## config.mk

```make
export PLATFORM = sky130hd
export DESIGN_NAME = apsa_axis
export DESIGN_NICKNAME = d
export VERILOG_FILES = /design/src/hdl/apsa_pkg.sv /design/src/hdl/apsa_axis.sv
export SDC_FILE = /design/constraint.sdc
export NUM_CORES = 2
export LEC_CHECK = 0
export ABC_AREA = 1
export BUFFER_PORTS_ARGS = -buffer_cell sky130_fd_sc_hd__buf_2
export CAP_MARGIN = 20
export CORE_MARGIN = 2
export CORE_UTILIZATION = 45
export CTS_BUF_LIST = sky130_fd_sc_hd__clkbuf_8
export DETAILED_ROUTE_END_ITERATION = 8
export PLACE_DENSITY_LB_ADDON = 0.12
export SYNTH_ARGS = -nofsm -noshare
export SYNTH_HDL_FRONTEND = slang
export SYNTH_SLANG_ARGS = --single-unit
export TNS_END_PERCENT = 50
```

## constraint.sdc

```tcl
create_clock -name clk -period 7.35 [get_ports clk]
set_input_delay 1.47 -clock clk [delete_from_list [all_inputs] [get_ports clk]]
set_output_delay 1.47 -clock clk [all_outputs]
set_load 0.05 [all_outputs]
```

## src/hdl/apsa_pkg.sv

```systemverilog
`default_nettype none
package apsa_pkg;

	// field and register widths
	localparam int DataW    = 16;
	localparam int ErrW     = DataW + 1;
	localparam int SumW     = 32;
	localparam int KpW      = 15;
	localparam int IgW      = 16;
	localparam int LimW     = 15;
	localparam int KpFrac   = 12;
	localparam int IgFrac   = 20;
	localparam int CfgIdxW  = 4;
	localparam int CfgDataW = 16;

	// register indexes on the configuration channel
	typedef enum logic [CfgIdxW-1:0] {
		REG_PITCH_KP       = 4'd0,
		REG_PITCH_IG       = 4'd1,
		REG_ROLL_KP        = 4'd2,
		REG_ROLL_IG        = 4'd3,
		REG_PITCH_RATE_DMP = 4'd4,
		REG_PITCH_ANGLE_FB = 4'd5,
		REG_ROLL_ANGLE_FB  = 4'd6,
		REG_SAT_LIMIT      = 4'd7
	} cfg_reg_t;

	typedef struct packed {
		logic [KpW-1:0]  pitch_kp;
		logic [IgW-1:0]  pitch_ig;
		logic [KpW-1:0]  roll_kp;
		logic [IgW-1:0]  roll_ig;
		logic [KpW-1:0]  pitch_rate_dmp;
		logic [KpW-1:0]  pitch_angle_fb;
		logic [KpW-1:0]  roll_angle_fb;
		logic [LimW-1:0] sat_limit;
	} cfg_t;

	localparam cfg_t CfgReset = '{
		pitch_kp:       15'd8192,
		pitch_ig:       16'd1049,
		roll_kp:        15'd8192,
		roll_ig:        16'd1049,
		pitch_rate_dmp: 15'd1229,
		pitch_angle_fb: 15'd819,
		roll_angle_fb:  15'd819,
		sat_limit:      15'd1430
	};

	// stage load strobes shared by the axis loops
	typedef struct packed {
		logic ld_s2;
		logic upd_sum;
		logic ld_s3;
	} pipe_ctl_t;

endpackage
`default_nettype wire

```

## src/hdl/apsa_axis.sv

```systemverilog
`default_nettype none
module apsa_axis (
	input  wire logic                                clk,
	input  wire logic                                arst_n,
	input  wire apsa_pkg::pipe_ctl_t                 ctl,
	input  wire logic signed [apsa_pkg::DataW-1:0]   target,
	input  wire logic signed [apsa_pkg::DataW-1:0]   angle,
	input  wire logic [apsa_pkg::KpW-1:0]            kp,
	input  wire logic [apsa_pkg::IgW-1:0]            ig,
	input  wire logic [apsa_pkg::LimW-1:0]           lim,
	output logic signed [apsa_pkg::DataW-1:0]        pi
);

	localparam int ErrW  = apsa_pkg::ErrW;
	localparam int SumW  = apsa_pkg::SumW;
	localparam int PFull = apsa_pkg::KpW + 1 + ErrW;
	localparam int PW    = PFull - apsa_pkg::KpFrac;
	localparam int IFull = apsa_pkg::IgW + 1 + SumW;
	localparam int IW    = IFull - apsa_pkg::IgFrac;
	localparam int PiW   = ((IW > PW) ? IW : PW) + 1;
	localparam int DataW = apsa_pkg::DataW;
	localparam int LimW  = apsa_pkg::LimW;

	logic signed [SumW-1:0]  sum_q;
	logic signed [ErrW-1:0]  err;
	logic signed [SumW:0]    sum_wide;
	logic signed [SumW-1:0]  sum_next;
	logic signed [PFull-1:0] p_full;
	logic signed [SumW-1:0]  sum_s2;
	logic signed [PW-1:0]    p_s2;
	logic signed [IFull-1:0] i_full;
	logic signed [PW-1:0]    p_s3;
	logic signed [IW-1:0]    i_s3;
	logic signed [PiW-1:0]   pi_raw;
	logic signed [PiW-1:0]   lim_pos;
	logic signed [PiW-1:0]   lim_neg;

	// error and saturating error sum
	assign err      = {target[DataW-1], target} - {angle[DataW-1], angle};
	assign sum_wide = {sum_q[SumW-1], sum_q} + {{(SumW + 1 - ErrW){err[ErrW-1]}}, err};

	always_comb begin
		if (sum_wide[SumW] != sum_wide[SumW-1]) begin
			sum_next = sum_wide[SumW] ? {1'b1, {(SumW-1){1'b0}}} : {1'b0, {(SumW-1){1'b1}}};
		end else begin
			sum_next = sum_wide[SumW-1:0];
		end
	end

	// proportional product, floor by dropping fraction bits
	assign p_full = $signed({1'b0, kp}) * err;

	always_ff @(posedge clk or negedge arst_n) begin
		if (!arst_n) begin
			sum_q <= '0;
		end else if (ctl.upd_sum) begin
			sum_q <= sum_next;
		end
	end

	always_ff @(posedge clk) begin
		if (ctl.ld_s2) begin
			sum_s2 <= sum_next;
			p_s2   <= p_full[PFull-1:apsa_pkg::KpFrac];
		end
	end

	// integral product on the updated sum
	assign i_full = $signed({1'b0, ig}) * sum_s2;

	always_ff @(posedge clk) begin
		if (ctl.ld_s3) begin
			p_s3 <= p_s2;
			i_s3 <= i_full[IFull-1:apsa_pkg::IgFrac];
		end
	end

	// PI sum and symmetric clamp
	assign pi_raw  = {{(PiW - PW){p_s3[PW-1]}}, p_s3} + {{(PiW - IW){i_s3[IW-1]}}, i_s3};
	assign lim_pos = {{(PiW - LimW){1'b0}}, lim};
	assign lim_neg = -lim_pos;

	always_comb begin
		if (pi_raw > lim_pos) begin
			pi = lim_pos[DataW-1:0];
		end else if (pi_raw < lim_neg) begin
			pi = lim_neg[DataW-1:0];
		end else begin
			pi = pi_raw[DataW-1:0];
		end
	end

	// sum moves only with a tick leaving the input stage
	a_sum_hold: assert property (@(posedge clk) disable iff (!arst_n)
		!ctl.upd_sum |=> $stable(sum_q))
		else $error("error sum changed without a tick");

	// clamped PI output stays inside the limit
	a_pi_clamp: assert property (@(posedge clk) disable iff (!arst_n)
		($signed({{(PiW - DataW){pi[DataW-1]}}, pi}) <= lim_pos)
		&& ($signed({{(PiW - DataW){pi[DataW-1]}}, pi}) >= lim_neg))
		else $error("PI output outside saturation limit");

endmodule
`default_nettype wire
```

==> flow_summary.ini <==
[status]
status = finished, violations left
violations = negative setup slack

[logic_synthesis]
synth_top_family_by_area = adder cells
syn_avg_cell_area_sq_um = 7.729
synth_seq_area_share = 0.09940
synth_edf_count = 103
synth_fa_ha_area_frac = 0.4806
synthMuxAreaShare = 0
synthSimpleGateAreaFrac = 0.1949
ys_ff_latch = 135
synth_ff_type = edfxtp_1
synthXorXnorAreaFrac = 0.02951
syn_area_sq_um = 39170
syn_nets = 6211
ys_async_sr_fraction = 0.2370
yosysWarnings = 0
synth_compound_area_frac = 0.05395
syn_inst = 5068
synth_cell_types = 57

[detailed_routing]
drtPass1Iterations = 5
vias_per_cell = 4.891
ant_nets = 0
drc = 0
drt_iter0_markers = 1652
met3_length_microns = 4782
via_count = 32030
wirelength_microns = 108300
top_layer_used = met4
met1_length_microns = 48290
wl_per_cell_microns = 16.54
wl_met2_microns = 52090

[layout]
fillCellCount = 8444
drive_gt1_frac = 0.1348
multiInputGateArea_sq_um = 30720
fin_nets = 6523
register_area_sq_um = 3894
area_growth_syn_to_layout_pct = 14.53
final_util = 0.5188

[worst_setup_path]
setup.worst_path.start_class = input pin
ff2ff_setup_slack_ns = 0.60
reg2reg_from = sum_s2[7]
worstPathArrival_ns = 7.84
r2r_cells = 18
criticalPathCategory = in -> reg
path_depth = 33
r2r-end = i_s3[25]
slowest_stage = fa_2
end_kind = flip-flop
crit_buf_inv = 7
critical_path.max_stage_delay_ns = 0.62
worstPathMaxFanout = 7
crit_required_ns = 7.62
cpMostUsedCell = fa_1
path_delay_family = adder cells

[sta]
maxSlewViolCount = 0
hold_slack_ns = 0.4247
tightest_slew_ns = 1.070
max_freq_mhz = 132.2
relSlewSlack = 0.2869
hold_viol = 0
rsz0062_at_grt = yes
setup_ws_ns = -0.2143
setup_viol = 14
layout_worst_path_cycle_share = 1.029
post-route-min-period_ns = 7.564
fin_skew_ns = 0.02420

[die]
die-area_sq_um = 89420
start_util = 0.4530
num_rows = 108
ios = 99
coreArea_sq_um = 86480
die_w_microns = 299.0
die_h_microns = 299.0

[cts]
cts_tree = built
cts_buffer_depth = 2
hold_buffers = 0
clock-sinks = 135
clkSlewWorstSetupHoldPaths_ns = 0.07
insertion_delay_ns = 0.54
cts_max_level = 4
numCtsBuffers = 17
cts-root-buf = clkbuf_8

[placed_design]
port_buffers = 98
dp_hpwl_microns = 92800
place.gp.congestion = 0.9369

[global_routing]
grt_pass1_wl_microns = 178000
antenna_found_initial = 1
grt_max_degree = 54
grt_pass1_vias = 34080
gr-total-overflow = 0
grt_usage = 0.2517

[flow_run]
max_cap_viol_count = 0

[min_path]
worstHoldEndpoint = p_s3[18]
hold_depth = 0
worst_hold_path_type = reg -> reg
hold_start = p_s2[18]
[metal layers]
metal / vias to the layer above / track usage
met5: - / 0
met4: 0 / 0.07631
met3: 133 / 0.03008
met2: 709 / 0.4337
met1: 15650 / 0.3326
li1: 15550 / -
[final cells by class]
| cell class | count | area share |
|---|---|---|
| multi-input cells | 3465 | 0.6847 |
| clock inverters | 15 | 0.005494 |
| diodes | 1 | 0.00005578 |
| repair buffers | 453 | 0.07513 |
| flip-flops and latches | 135 | 0.08679 |
| inverters | 1308 | 0.1104 |
| clock buffers | 17 | 0.005215 |
| well taps | 1155 | 0.03221 |
[registers in the layout (all words and copies together), names as in the netlist]
signal and cells:
p_s3 21, i_s3 29, sum_s2 32, p_s2 21, sum_q 32
[synth_stat cells, types with 3 or more instances]
cell type | count | share of area
inv_2 | 6 | 0.00057
nor2_4 | 3 | 0.00086
nor4_1 | 6 | 0.00096
fa_1 | 741 | 0.38
o21ai_1 | 6 | 0.00077
clkbuf_1 | 140 | 0.013
ha_1 | 319 | 0.10
o21ai_0 | 95 | 0.012
a211oi_1 | 5 | 0.00096
or2_2 | 9 | 0.0014
nor2_2 | 8 | 0.0013
xor2_1 | 92 | 0.021
o211ai_1 | 4 | 0.00077
a31oi_1 | 20 | 0.0032
dfrtp_1 | 32 | 0.020
nand2_2 | 12 | 0.0019
o31ai_1 | 6 | 0.0011
o21bai_1 | 15 | 0.0029
xnor2_1 | 35 | 0.0078
nand4_1 | 32 | 0.0051
nand3_1 | 128 | 0.016
clkinv_1 | 7 | 0.00067
edfxtp_1 | 103 | 0.079
o21a_1 | 16 | 0.0031
nand3b_1 | 6 | 0.0011
buf_1 | 3 | 0.00029
a21o_1 | 10 | 0.0019
o21ai_2 | 3 | 0.00067
buf_2 | 12 | 0.0015
inv_1 | 1295 | 0.12
nand2_1 | 1338 | 0.13
buf_4 | 4 | 0.00077
a21oi_1 | 185 | 0.024
a21oi_2 | 3 | 0.00067
nand3_2 | 4 | 0.0010
and2_1 | 4 | 0.00064
nor2_1 | 310 | 0.030
o221ai_1 | 3 | 0.00067
nor3_1 | 28 | 0.0036
[worst reg2reg max path: stages, from the launching register on]
cell	delay, ns
edfxtp_1	1.02
nand2_1	0.22
fa_1	0.57
inv_1	0.05
fa_1	0.48
inv_1	0.05
fa_1	0.49
fa_1	0.56
inv_1	0.06
fa_1	0.50
fa_1	0.43
ha_1	0.33
a21oi_1	0.20
o21ai_0	0.12
a21oi_1	0.12
o21ai_0	0.17
a211oi_1	0.63
o21ai_0	0.28
xor2_1	0.21
[logic make-up (layout without fill, tap and decap cells)]
family / count (synthesis) / count (layout)
compound gates: 378 / 378
xor+xnor: 129 / 129
fa+ha+maj: 1060 / 1060
buf+inv: 1468 / 1793
flops: 135 / 135
other cells: 0 / 1
simple gates: 1898 / 1898
[per-stage QoR]
step,setup slack (ns),instance area (sq um),cells,setup TNS [ns]
floorplan,-0.3496,39510,5068,-3.282
global placement,-0.9273,43240,6477,-16.34
detailed placement,-0.9298,43240,6477,-17.13
CTS,-0.09461,44270,6533,-0.3276
global route,-0.4864,44870,6549,-5.808
finish,-0.2143,44870,6549,-1.144
[layout by cell type (no fill, tap or decap), types with 17 or more instances in the layout]
| cell type | count |
|---|---|
| buf_6 | 18 |
| edfxtp_1 | 103 |
| a31oi_1 | 18 |
| xor2_1 | 86 |
| xnor2_1 | 32 |
| ha_4 | 27 |
| nand4_1 | 32 |
| buf_2 | 95 |
| nor2_2 | 19 |
| o21ai_0 | 84 |
| ha_1 | 292 |
| nand2_2 | 42 |
| nand2_1 | 1295 |
| fa_1 | 725 |
| nand3_1 | 125 |
| buf_4 | 329 |
| clkbuf_8 | 17 |
| a21oi_2 | 25 |
| nor2_1 | 293 |
| nor3_1 | 26 |
| inv_1 | 1271 |
| a21oi_1 | 159 |
| inv_2 | 24 |
| dfrtp_1 | 32 |
[how the worst max path moves through the flow]
stage | start | to | slack [ns]
after floorplan | target[0] | p_s2[20] | -0.35
after CTS | target[0] | p_s2[20] | -0.09
after global placement | target[0] | p_s2[20] | -0.93
after global routing | angle[0] | p_s2[20] | -0.49
after detailed placement | target[0] | p_s2[20] | -0.93
final | target[0] | p_s2[20] | -0.21
[timing repair]
action,in CTS,in global routing
pin swaps,43,91
hold endpoints to repair,0,0
resized for setup,90,114
setup buffers,24,17
endpoints found under the setup margin,19,22
Power is not shown: default switching activity piles up to over one toggle a cycle in this logic, so the estimate is an artifact.
