==> src/hdl/apsa_pkg.sv <==
`default_nettype none
package apsa_pkg;

	// field and register widths
	localparam int DataW    = 16;
	localparam int ErrW     = DataW + 1;
	localparam int SumW     = 32;
	localparam int KpW      = 15;
	localparam int IgW      = 16;
	localparam int LimW     = 15;
	localparam int KpFrac   = 12;
	localparam int IgFrac   = 20;
	localparam int CfgIdxW  = 4;
	localparam int CfgDataW = 16;

	// register indexes on the configuration channel
	typedef enum logic [CfgIdxW-1:0] {
		REG_PITCH_KP       = 4'd0,
		REG_PITCH_IG       = 4'd1,
		REG_ROLL_KP        = 4'd2,
		REG_ROLL_IG        = 4'd3,
		REG_PITCH_RATE_DMP = 4'd4,
		REG_PITCH_ANGLE_FB = 4'd5,
		REG_ROLL_ANGLE_FB  = 4'd6,
		REG_SAT_LIMIT      = 4'd7
	} cfg_reg_t;

	typedef struct packed {
		logic [KpW-1:0]  pitch_kp;
		logic [IgW-1:0]  pitch_ig;
		logic [KpW-1:0]  roll_kp;
		logic [IgW-1:0]  roll_ig;
		logic [KpW-1:0]  pitch_rate_dmp;
		logic [KpW-1:0]  pitch_angle_fb;
		logic [KpW-1:0]  roll_angle_fb;
		logic [LimW-1:0] sat_limit;
	} cfg_t;

	localparam cfg_t CfgReset = '{
		pitch_kp:       15'd8192,
		pitch_ig:       16'd1049,
		roll_kp:        15'd8192,
		roll_ig:        16'd1049,
		pitch_rate_dmp: 15'd1229,
		pitch_angle_fb: 15'd819,
		roll_angle_fb:  15'd819,
		sat_limit:      15'd1430
	};

	// stage load strobes shared by the axis loops
	typedef struct packed {
		logic ld_s2;
		logic upd_sum;
		logic ld_s3;
	} pipe_ctl_t;

endpackage
`default_nettype wire

==> src/hdl/apsa_if.sv <==
`default_nettype none


// register write request
interface apsa_cfg_if;
	logic                                  valid;
	logic                                  ready;
	logic [apsa_pkg::CfgIdxW-1:0]          index;
	logic [apsa_pkg::CfgDataW-1:0]         wdata;

	modport source (output valid, index, wdata, input ready);
	modport sink (input valid, index, wdata, output ready);
endinterface
`default_nettype wire

==> src/hdl/apsa_cfg_regs.sv <==
`default_nettype none
module apsa_cfg_regs (
	input  wire logic          clk,
	input  wire logic          arst_n,
	apsa_cfg_if.sink           cfg,
	output apsa_pkg::cfg_t     regs
);

	apsa_pkg::cfg_t regs_q;

	// writes are always taken; unknown indexes drop
	assign cfg.ready = 1'b1;
	assign regs = regs_q;

	always_ff @(posedge clk or negedge arst_n) begin
		if (!arst_n) begin
			regs_q <= apsa_pkg::CfgReset;
		end else if (cfg.valid && cfg.ready) begin
			case (cfg.index)
				apsa_pkg::REG_PITCH_KP: begin
					regs_q.pitch_kp <= cfg.wdata[apsa_pkg::KpW-1:0];
				end
				apsa_pkg::REG_PITCH_IG: begin
					regs_q.pitch_ig <= cfg.wdata[apsa_pkg::IgW-1:0];
				end
				apsa_pkg::REG_ROLL_KP: begin
					regs_q.roll_kp <= cfg.wdata[apsa_pkg::KpW-1:0];
				end
				apsa_pkg::REG_ROLL_IG: begin
					regs_q.roll_ig <= cfg.wdata[apsa_pkg::IgW-1:0];
				end
				apsa_pkg::REG_PITCH_RATE_DMP: begin
					regs_q.pitch_rate_dmp <= cfg.wdata[apsa_pkg::KpW-1:0];
				end
				apsa_pkg::REG_PITCH_ANGLE_FB: begin
					regs_q.pitch_angle_fb <= cfg.wdata[apsa_pkg::KpW-1:0];
				end
				apsa_pkg::REG_ROLL_ANGLE_FB: begin
					regs_q.roll_angle_fb <= cfg.wdata[apsa_pkg::KpW-1:0];
				end
				apsa_pkg::REG_SAT_LIMIT: begin
					regs_q.sat_limit <= cfg.wdata[apsa_pkg::LimW-1:0];
				end
				default: begin
				end
			endcase
		end
	end

endmodule
`default_nettype wire

==> src/flat_wrapper.sv <==
// flat-port wrapper written by rule: the top's interface ports become plain ports
module apsa_cfg_regs_flat 
  (clk, arst_n, regs, cfg_valid, cfg_index, cfg_wdata, cfg_ready);
  apsa_cfg_if cfg_i ();
  input  wire logic clk;
  input  wire logic arst_n;
  output apsa_pkg::cfg_t regs;
  input wire logic [$bits(cfg_i.valid)-1:0] cfg_valid;
  input wire logic [$bits(cfg_i.index)-1:0] cfg_index;
  input wire logic [$bits(cfg_i.wdata)-1:0] cfg_wdata;
  output wire logic [$bits(cfg_i.ready)-1:0] cfg_ready;
  assign cfg_i.valid = cfg_valid;
  assign cfg_i.index = cfg_index;
  assign cfg_i.wdata = cfg_wdata;
  assign cfg_ready = cfg_i.ready;
  apsa_cfg_regs u_core (.clk(clk), .arst_n(arst_n), .cfg(cfg_i), .regs(regs));
endmodule
==> config.mk <==
export PLATFORM = sky130hd
export DESIGN_NAME = apsa_cfg_regs_flat
export DESIGN_NICKNAME = d
export VERILOG_FILES = /design/src/hdl/apsa_pkg.sv /design/src/hdl/apsa_if.sv /design/src/hdl/apsa_cfg_regs.sv /design/src/flat_wrapper.sv
export SDC_FILE = /design/constraint.sdc
export NUM_CORES = 1
export LEC_CHECK = 0
export ABC_AREA = 0
export BUFFER_PORTS_ARGS = -buffer_cell sky130_fd_sc_hd__buf_4
export CORE_UTILIZATION = 30
export DETAILED_ROUTE_END_ITERATION = 16
export HOLD_SLACK_MARGIN = 0.02
export REMOVE_ABC_BUFFERS = 1
export SYNTH_ARGS = -nofsm -noshare
export SYNTH_HDL_FRONTEND = slang
export SYNTH_SLANG_ARGS = --single-unit
==> constraint.sdc <==
create_clock -name clk -period 1.55 [get_ports clk]
set_input_delay 0.465 -clock clk [delete_from_list [all_inputs] [get_ports clk]]
set_output_delay 0.465 -clock clk [all_outputs]
set_load 0.01 [all_outputs]
==> results.py, run 1 <==
metrics = {
    "cells_and_area": {
        "num-nets-final": 472,
        "largest_reg_flops": 122,
        "drive_above_1_share_pct": 79.0,
        "multiInputGateArea_mm2": 0.00150,
        "seq_area_mm2": 0.00310,
        "fillers": 1364,
        "fin_util_pct": 45.3,
        "finalInstanceArea_mm2": 0.00689,
        "synthToLayoutAreaGrowth_pct": 47.8,
        "n_antenna_cell": 0,
    },
    "floorplanning": {
        "io_pins": 146,
        "placeableCoreArea_mm2": 0.0152,
        "start_util_pct": 30.7,
        "fp-row-count": 45,
        "die_area_mm2": 0.0161,
        "fp.dieW_um": 127,
        "fp.dieH_um": 127,
    },
    "power": {
        "total_power_mw": 10.9,
        "leakage_nw": 3.22,
        "power_density_mw_per_mm2": 1580,
        "ir_worst_vdd_mv": 0.702,
    },
    "placed_design": {
        "gp_congestion": 0.718,
        "place_area_mm2": 0.00620,
        "post-place-ws_ns": -0.178,
        "numPortBuffers": 144,
        "hpwl_mm": 7.97,
    },
    "cts": {
        "cts_buffers": 17,
        "h-tree-depth": 4,
        "clock_latency_ns": 0.41,
        "clkTransAtPathRegs_ns": 0.05,
        "cts_root_buffer": "clkbuf_16",
        "cts.sinks": 122,
        "clock_path_buffers": 2,
        "tritoncts": "built",
    },
    "grt": {
        "grt_pass1_vias": 3164,
        "grtUsageTotal_pct": 15.9,
        "grt_max_degree": 31,
        "antenna_found_initial": 0,
        "grt-ovfl-total": 0,
        "grt_pass1_wl_mm": 18.5,
    },
    "timing": {
        "finalHoldViolations": 0,
        "rsz0062_at_grt": "yes",
        "holdWs_ns": 0.297,
        "worst_slack_ns": 0.0201,
        "slew_viol_final": 0,
        "max_freq_mhz": 654,
        "period_share_pct": 98.7,
        "min_period_ns": 1.53,
        "finalClockSkew_ns": 0,
        "setup_viol": 0,
    },
    "route": {
        "totalWireLength_mm": 11.8,
        "postRouteAntennaNets": 0,
        "drc": 0,
        "firstDrtPassIters": 4,
        "vias": 2991,
        "via_per_inst": 4.60,
        "wire_per_inst_um": 18.2,
        "drtIter0Drc": 73,
    },
    "hold_path": {
        "hold_start": "cfg_wdata[15]",
        "hold-path-endpoint": "u_core.regs[75]$_DFFE_PN0P_",
        "min_delay_path_depth": 2,
        "hold_class": "input pin to flip-flop",
    },
    "synth": {
        "synth.top_cells.by_area": "dfrtp_1 (47%), mux2_2 (29%), dfstp_2 (19%)",
        "ys_ff_latch": 122,
        "ys.flop_type": "dfrtp_1",
        "yosys.area.top_type": "dfrtp_1",
        "yosysTopAreaCellShare_pct": 47.2,
        "netlist_area_mm2": 0.00466,
        "netlist_instances": 270,
        "ys_types": 19,
        "ys_async_sr_fraction_pct": 100,
        "synth.yosys.warnings": 0,
        "yosys-top-cells-count": "mux2_2 (122), dfrtp_1 (88), dfstp_2 (34)",
        "synth_most_common_cell": "mux2_2",
        "ys_seq_area_share_pct": 66.4,
        "synth_edf_count": 0,
        "avgSynthCellArea_um2": 17.3,
    },
    "setup_path": {
        "worstRegToRegCells": 2,
        "worst-path-buf-inv": 1,
        "r2r_end": "u_core.regs[30]$_DFFE_PN1P_",
        "worstPathCellList": "buf_6",
        "regToRegStartpoint": "u_core.regs[30]$_DFFE_PN1P_",
        "crit_family": "flip-flops",
        "endpoint_kind": "output port",
        "required_ns": 1.08,
        "ff2ff_setup_slack_ns": 0.70,
        "critPathKind": "flip-flop to output port",
        "path_max_fanout": 2,
        "crit_path_start_kind": "flip-flop",
        "crit_path_max_incr_delay_ns": 0.55,
        "cp_slowest_cell": "dfstp_2",
        "worstPathArrival_ns": 1.06,
    },
    "outcome": {
        "status": "finished, final reports clean",
    },
    "flow_run": {
        "drv_cap": 0,
    },
}
## layout by cell type (no fill, tap or decap)
master / synthesis / routed
buf_4: 4 / 135
mux2_2: 122 / 122
dfrtp_1: 88 / 88
dfstp_2: 34 / 34
buf_6: 1 / 26
clkbuf_16: 0 / 17
buf_12: 0 / 9
clkinv_2: 0 / 6
clkbuf_8: 0 / 5
nand3_2: 3 / 3
nand2_1: 2 / 2
clkbuf_1: 0 / 2
and2b_1: 1 / 1
nor2_1: 1 / 1
nor3b_2: 1 / 1
nor3_2: 1 / 1
nand2_2: 1 / 1
nand3b_2: 1 / 1
nor2_2: 1 / 1
nor3b_4: 1 / 1
nand4_1: 1 / 1
conb_1: 1 / 1
bufinv_16: 0 / 1
clkinvlp_4: 0 / 1
dlygate4sd3_1: 0 / 1
## stage by stage
step / cells / TNS, ns
2_1_floorplan: 259 / -4.57
5_1_grt: 650 / -0.128
3_5_place_dp: 615 / -10.34
4_1_cts: 650 / -0.0111
3_3_place_gp: 615 / -7.71
6_report: 650 / 0
## worst max-delay path by stage
| stage | from | to | slack (ns) | depth (start not counted) |
|---|---|---|---|---|
| global placement | cfg_index[3] | u_core.regs[41]$_DFFE_PN0P_ | -0.15 | 5 |
| floorplan | cfg_index[3] | u_core.regs[32]$_DFFE_PN0P_ | -0.16 | 3 |
| finish | u_core.regs[30]$_DFFE_PN1P_ | regs[30] | 0.02 | 1 |
| detailed placement | cfg_index[3] | u_core.regs[37]$_DFFE_PN0P_ | -0.18 | 5 |
| CTS | u_core.regs[20]$_DFFE_PN1P_ | regs[20] | -0.006 | 1 |
| global route | u_core.regs[91]$_DFFE_PN1P_ | regs[91] | -0.02 | 1 |
## metal layers
layer	wire [µm]	global-route usage (%)	vias to the layer above
li1	-	-	1318
met1	5220	20.0	1559
met2	5610	24.6	98
met3	796	5.86	16
met4	181	6.65	0
met5	0	0	-
## cells by family (layout without fill, tap and decap cells)
kind of cell	count (synthesis)	after routing	synth area share, %
buf+inv	11	203	1.53
flops	122	122	66.4
mux	122	122	29.5
other cells	1	1	0.0804
simple gates	14	14	2.58
## report_power, final
part	total (mW)	leakage (nW)	internal [mW]	switching, mW
registers	4.52	1.44	4.09	0.436
clock network	3.72	0.286	2.40	1.33
logic	2.65	1.50	1.62	1.04
total	10.9	3.22	8.10	2.80
## final cells by class
| type | instances | area share [%] |
|---|---|---|
| clock buffers | 24 | 7.28 |
| clock inverters | 8 | 0.980 |
| multi-input cells | 137 | 21.7 |
| flip-flops and latches | 122 | 44.9 |
| well taps | 188 | 3.41 |
| repair buffers | 171 | 21.7 |
## timing repair
action / CTS / global route
setup buffers: 2 / 0
resized for setup: 6 / 20
hold endpoints to repair: 11 / 0
gates cloned: 0 / 0
endpoints found under the setup margin: 6 / 26
hold buffers: 1 / 0
No activity file was read; power rests on OpenSTA's default activity.
==> run 2, diff against run 1 <==
==> constraint.sdc (replaced) <==
create_clock -name clk -period 1.75 [get_ports clk]
set_input_delay 0.525 -clock clk [delete_from_list [all_inputs] [get_ports clk]]
set_output_delay 0.525 -clock clk [all_outputs]
set_load 0.01 [all_outputs]
==> run 2 against run 1 <==
Sequential share of layout area grew 1.7 points. Largest cell class unchanged. Clock-buffer cell count grew 4. Largest power group unchanged. Register-to-register slack improved by 0.27 ns. Global-route usage is 0.70 points lower. Total power shrank 15%.
==> results.py, run 2 (synthesized netlist as in run 1, its figures left out) <==
metrics = {
    "setup_path": {
        "cp-startpoint": "u_core.regs[20]$_DFFE_PN1P_",
        "regToRegStartpoint": "u_core.regs[79]$_DFFE_PN0P_",
        "path_max_fanout": 2,
        "cp_slowest_cell": "dfstp_2",
        "worstRegToRegCells": 1,
        "crit_family": "flip-flops",
        "critPathKind": "flip-flop to output port",
        "worstPathArrival_ns": 1.07,
        "worst-path-buf-inv": 1,
        "required_ns": 1.22,
        "crit_path_max_incr_delay_ns": 0.54,
        "crit_cells": 1,
        "endpoint_kind": "output port",
        "worstPathCellList": "buf_4",
        "crit_path_start_kind": "flip-flop",
    },
    "floorplanning": {
        "start_util_pct": 30.7,
        "fp.dieW_um": 127,
        "die_area_mm2": 0.0161,
        "placeableCoreArea_mm2": 0.0152,
        "fp-row-count": 45,
        "fp.dieH_um": 127,
        "io_pins": 146,
    },
    "grt": {
        "use_met1_pct": 19.4,
        "antenna_found_initial": 0,
        "grt_max_degree": 58,
        "grt_pass1_wl_mm": 17.8,
        "grt-ovfl-total": 0,
        "grt_pass1_vias": 3103,
        "grtUsageTotal_pct": 15.2,
        "met2_usage_pct": 23.2,
        "grtUsageMet3_pct": 5.82,
        "busiest_layer": "met2",
    },
    "route": {
        "totalWireLength_mm": 11.4,
        "vias": 2926,
        "wire_per_inst_um": 18.0,
        "via_per_inst": 4.59,
        "drtIter0Drc": 96,
        "firstDrtPassIters": 4,
        "postRouteAntennaNets": 0,
        "drc": 0,
    },
    "cts": {
        "clock_path_buffers": 2,
        "cts_buffers": 17,
        "ctsResizeCount": 0,
        "post_cts_buffers": 0,
        "clkTransAtPathRegs_ns": 0.05,
        "cts.sinks": 122,
        "clock_latency_ns": 0.40,
        "h-tree-depth": 4,
        "cts_root_buffer": "clkbuf_16",
        "cts_hold_buf": 1,
        "tritoncts": "built",
    },
    "cells_and_area": {
        "n_antenna_cell": 0,
        "fillers": 1385,
        "drive_above_1_share_pct": 77.3,
        "num-nets-final": 460,
        "fin_util_pct": 43.7,
        "stdcell_count": 637,
        "final_cell_mix": "buf_4 (150), mux2_2 (122), dfrtp_1 (88)",
        "finalInstanceArea_mm2": 0.00665,
        "final_common_cell": "buf_4",
        "synthToLayoutAreaGrowth_pct": 42.5,
        "largest_reg_flops": 122,
    },
    "power": {
        "ir_worst_vdd_mv": 0.603,
        "pwr-share-seq_pct": 42.9,
        "clkPwrFrac_pct": 33.1,
        "power_density_mw_per_mm2": 1400,
        "p_int_mw": 6.88,
        "total_power_mw": 9.27,
        "switchingPower_mw": 2.39,
        "combPwrFrac_pct": 24.0,
        "swShare_pct": 25.8,
        "leakage_nw": 3.10,
    },
    "timing": {
        "rsz0062_at_grt": "no",
        "period_share_pct": 91.0,
        "holdWs_ns": 0.363,
        "tns_ns": 0,
        "setup_viol": 0,
        "worst_slack_ns": 0.157,
        "finalClockSkew_ns": 0,
        "min_period_ns": 1.59,
        "finalHoldViolations": 0,
        "slew_viol_final": 0,
        "max_freq_mhz": 628,
    },
    "placed_design": {
        "gp_congestion": 0.708,
        "hpwl_mm": 7.60,
        "numPortBuffers": 144,
        "place_area_mm2": 0.00611,
        "placed_cells": 605,
        "post-place-ws_ns": -0.0423,
    },
    "flow_run": {
        "drv_cap": 0,
    },
    "outcome": {
        "status": "finished, final reports clean",
    },
    "hold_path": {
        "hold_class": "input pin to flip-flop",
        "min_delay_path_depth": 2,
        "hold_start": "cfg_wdata[15]",
    },
}
run 2: power by group through the flow:
| stage | combinational, mW | clock, mW | sequential (mW) |
|---|---|---|---|
| finish | 2.22 | 3.07 | 3.98 |
| detailed placement | 2.26 | 0 | 4.02 |
| CTS | 2.26 | 3.17 | 3.99 |
| global placement | 2.23 | 0 | 3.98 |
| global route | 2.39 | 3.29 | 4.07 |
| floorplan | 0.605 | 0 | 4.29 |
run 2: area by class of cell:
class	count	area, µm²	share of cell area (%)
Clock buffer	28	507	7.62
Clock inverter	3	15.0	0.226
Multi-Input combinational cell	137	1500	22.5
Sequential cell	122	3100	46.6
Tap cell	188	235	3.54
Timing Repair Buffer	159	1300	19.5
run 2: worst paths after layout:
kind	endpoint	slack [ns]
worst min register to register	u_core.regs[110]$_DFFE_PN0P_	0.51
worst max register to register	u_core.regs[79]$_DFFE_PN0P_	0.97
min in group asynchronous	u_core.regs[6]$_DFFE_PN0P_	0.52
max in group asynchronous	u_core.regs[20]$_DFFE_PN1P_	0.61
worst min-delay path	u_core.regs[106]$_DFFE_PN0P_	0.36
worst max-delay path	regs[20]	0.16
run 2: routing by layer:
metal | routed length [µm] | share of wire (%)
met1 | 5310 | 46
met2 | 5220 | 46
met3 | 733 | 6.4
met4 | 176 | 1.5
met5 | 0 | 0
==> run 3, diff against run 2 <==
--- a/config.mk
+++ b/config.mk
@@ -7,9 +7,12 @@
 export LEC_CHECK = 0
 export ABC_AREA = 0
 export BUFFER_PORTS_ARGS = -buffer_cell sky130_fd_sc_hd__buf_4
+export CELL_PAD_IN_SITES_DETAIL_PLACEMENT = 1
+export CELL_PAD_IN_SITES_GLOBAL_PLACEMENT = 1
 export CORE_UTILIZATION = 30
 export DETAILED_ROUTE_END_ITERATION = 16
 export HOLD_SLACK_MARGIN = 0.02
+export PLACE_DENSITY_LB_ADDON = 0.1
 export REMOVE_ABC_BUFFERS = 1
 export SYNTH_ARGS = -nofsm -noshare
 export SYNTH_HDL_FRONTEND = slang
==> run 3 against run 2 <==
Utilization rose by 0.86 points. Hold slack lost 0.25 ns. Die area did not move. Highest routed layer unchanged. Cell count up 0.47%. Total power up 7.0%. Wire length increased by 7.5%. Largest cell class unchanged. Clock power increased by 21%. Cell area increased by 2.0%. Critical endpoint is now regs[35]. Sequential power about the same. Global-route usage up 1.4 points. Critical path depth unchanged.
==> results.py, run 3 (synthesized netlist as in run 1, its figures left out) <==
metrics = {
    "timing": {
        "finalClockSkew_ns": 0,
        "finalHoldViolations": 0,
        "rsz0062_at_grt": "no",
        "max_freq_mhz": 628,
        "tns_ns": 0,
        "setup_viol": 0,
        "holdWs_ns": 0.110,
        "period_share_pct": 91.0,
        "min_period_ns": 1.59,
        "slew_viol_final": 0,
        "worst_slack_ns": 0.157,
    },
    "cts": {
        "h-tree-depth": 4,
        "cts_root_buffer": "clkbuf_16",
        "cts_hold_buf": 0,
        "clock_path_buffers": 2,
        "ctsResizeCount": 0,
        "post_cts_buffers": 0,
        "clock_latency_ns": 0.41,
        "cts_buffers": 17,
        "tritoncts": "built",
        "cts.sinks": 122,
        "clkTransAtPathRegs_ns": 0.05,
    },
    "floorplanning": {
        "fp-row-count": 45,
        "fp.dieH_um": 127,
        "io_pins": 146,
        "placeableCoreArea_mm2": 0.0152,
        "fp.dieW_um": 127,
        "start_util_pct": 30.7,
        "die_area_mm2": 0.0161,
    },
    "power": {
        "switchingPower_mw": 2.53,
        "ir_worst_vdd_mv": 0.773,
        "power_density_mw_per_mm2": 1460,
        "p_int_mw": 7.38,
        "clkPwrFrac_pct": 37.4,
        "combPwrFrac_pct": 22.6,
        "pwr-share-seq_pct": 40.0,
        "swShare_pct": 25.6,
        "total_power_mw": 9.92,
        "leakage_nw": 3.16,
    },
    "setup_path": {
        "required_ns": 1.22,
        "worst-path-buf-inv": 1,
        "worstRegToRegCells": 1,
        "path_max_fanout": 2,
        "cp_slowest_cell": "dfstp_2",
        "crit_path_start_kind": "flip-flop",
        "regToRegStartpoint": "u_core.regs[115]$_DFFE_PN0P_",
        "worstPathCellList": "buf_4",
        "worstPathArrival_ns": 1.07,
        "endpoint_kind": "output port",
        "crit_family": "flip-flops",
        "critPathKind": "flip-flop to output port",
        "ff2ff_setup_slack_ns": 0.97,
        "crit_cells": 1,
        "r2r_end": "u_core.regs[115]$_DFFE_PN0P_",
        "crit_path_max_incr_delay_ns": 0.53,
    },
    "grt": {
        "grt_max_degree": 71,
        "antenna_found_initial": 0,
        "grtUsageTotal_pct": 16.6,
        "grt_pass1_vias": 3240,
        "grt_pass1_wl_mm": 19.1,
        "grt-ovfl-total": 0,
    },
    "route": {
        "via_per_inst": 4.55,
        "postRouteAntennaNets": 0,
        "totalWireLength_mm": 12.3,
        "wire_per_inst_um": 19.2,
        "vias": 2914,
        "drtIter0Drc": 114,
        "drc": 0,
        "firstDrtPassIters": 4,
    },
    "cells_and_area": {
        "seq_area_mm2": 0.00310,
        "stdcell_count": 640,
        "finalInstanceArea_mm2": 0.00678,
        "num-nets-final": 462,
        "multiInputGateArea_mm2": 0.00150,
        "n_antenna_cell": 0,
        "fin_util_pct": 44.6,
        "largest_reg_flops": 122,
        "synthToLayoutAreaGrowth_pct": 45.3,
        "final_cell_mix": "buf_4 (152), mux2_2 (122), dfrtp_1 (88)",
        "drive_above_1_share_pct": 79.0,
        "fillers": 1524,
        "final_common_cell": "buf_4",
    },
    "placed_design": {
        "gp_congestion": 0.699,
        "place_area_mm2": 0.00615,
        "post-place-ws_ns": -0.0451,
        "numPortBuffers": 144,
        "hpwl_mm": 8.13,
        "placed_cells": 608,
    },
    "outcome": {
        "status": "finished, final reports clean",
    },
    "hold_path": {
        "hold_class": "input pin to asynchronous set/reset pin",
    },
    "flow_run": {
        "drv_cap": 0,
    },
}
## run 3: cell count changes in the layout (fill, tap and decap cells not counted), sizes merged
cell / before / now
clkinv: 3 / 5
buf: 158 / 161
bufinv: 0 / 4
clkinvlp: 0 / 3
clkbuf: 28 / 20
dlygate4sd3: 1 / 0
## run 3: cell type report
class / count / area share [%]
flip-flops and latches: 122 / 45.7
multi-input cells: 137 / 22.1
repair buffers: 161 / 19.5
clock buffers: 20 / 6.74
well taps: 188 / 3.47
clock inverters: 12 / 2.53
## run 3: power groups by stage
stage | logic, mW | registers [mW] | clock network [mW]
2_1_floorplan | 0.605 | 4.29 | 0
3_3_place_gp | 2.26 | 3.98 | 0
3_5_place_dp | 2.28 | 4.02 | 0
4_1_cts | 2.29 | 3.98 | 3.82
5_1_grt | 2.42 | 4.06 | 3.95
6_report | 2.24 | 3.96 | 3.71
## run 3: worst max path at each step
stage / startpoint / to
floorplan: cfg_index[3] / u_core.regs[32]$_DFFE_PN0P_
global placement: cfg_index[3] / u_core.regs[32]$_DFFE_PN0P_
detailed placement: cfg_index[3] / u_core.regs[40]$_DFFE_PN0P_
CTS: u_core.regs[34]$_DFFE_PN1P_ / regs[34]
global route: u_core.regs[2]$_DFFE_PN1P_ / regs[2]
finish: u_core.regs[35]$_DFFE_PN1P_ / regs[35]
## run 3: metal layers
metal	GRT usage [%]	share of wire, %	vias to the layer above
met5	0	0	-
met4	5.67	1.0	0
met3	7.09	7.9	10
met2	24.0	44	107
met1	22.3	47	1493
li1	-	-	1304
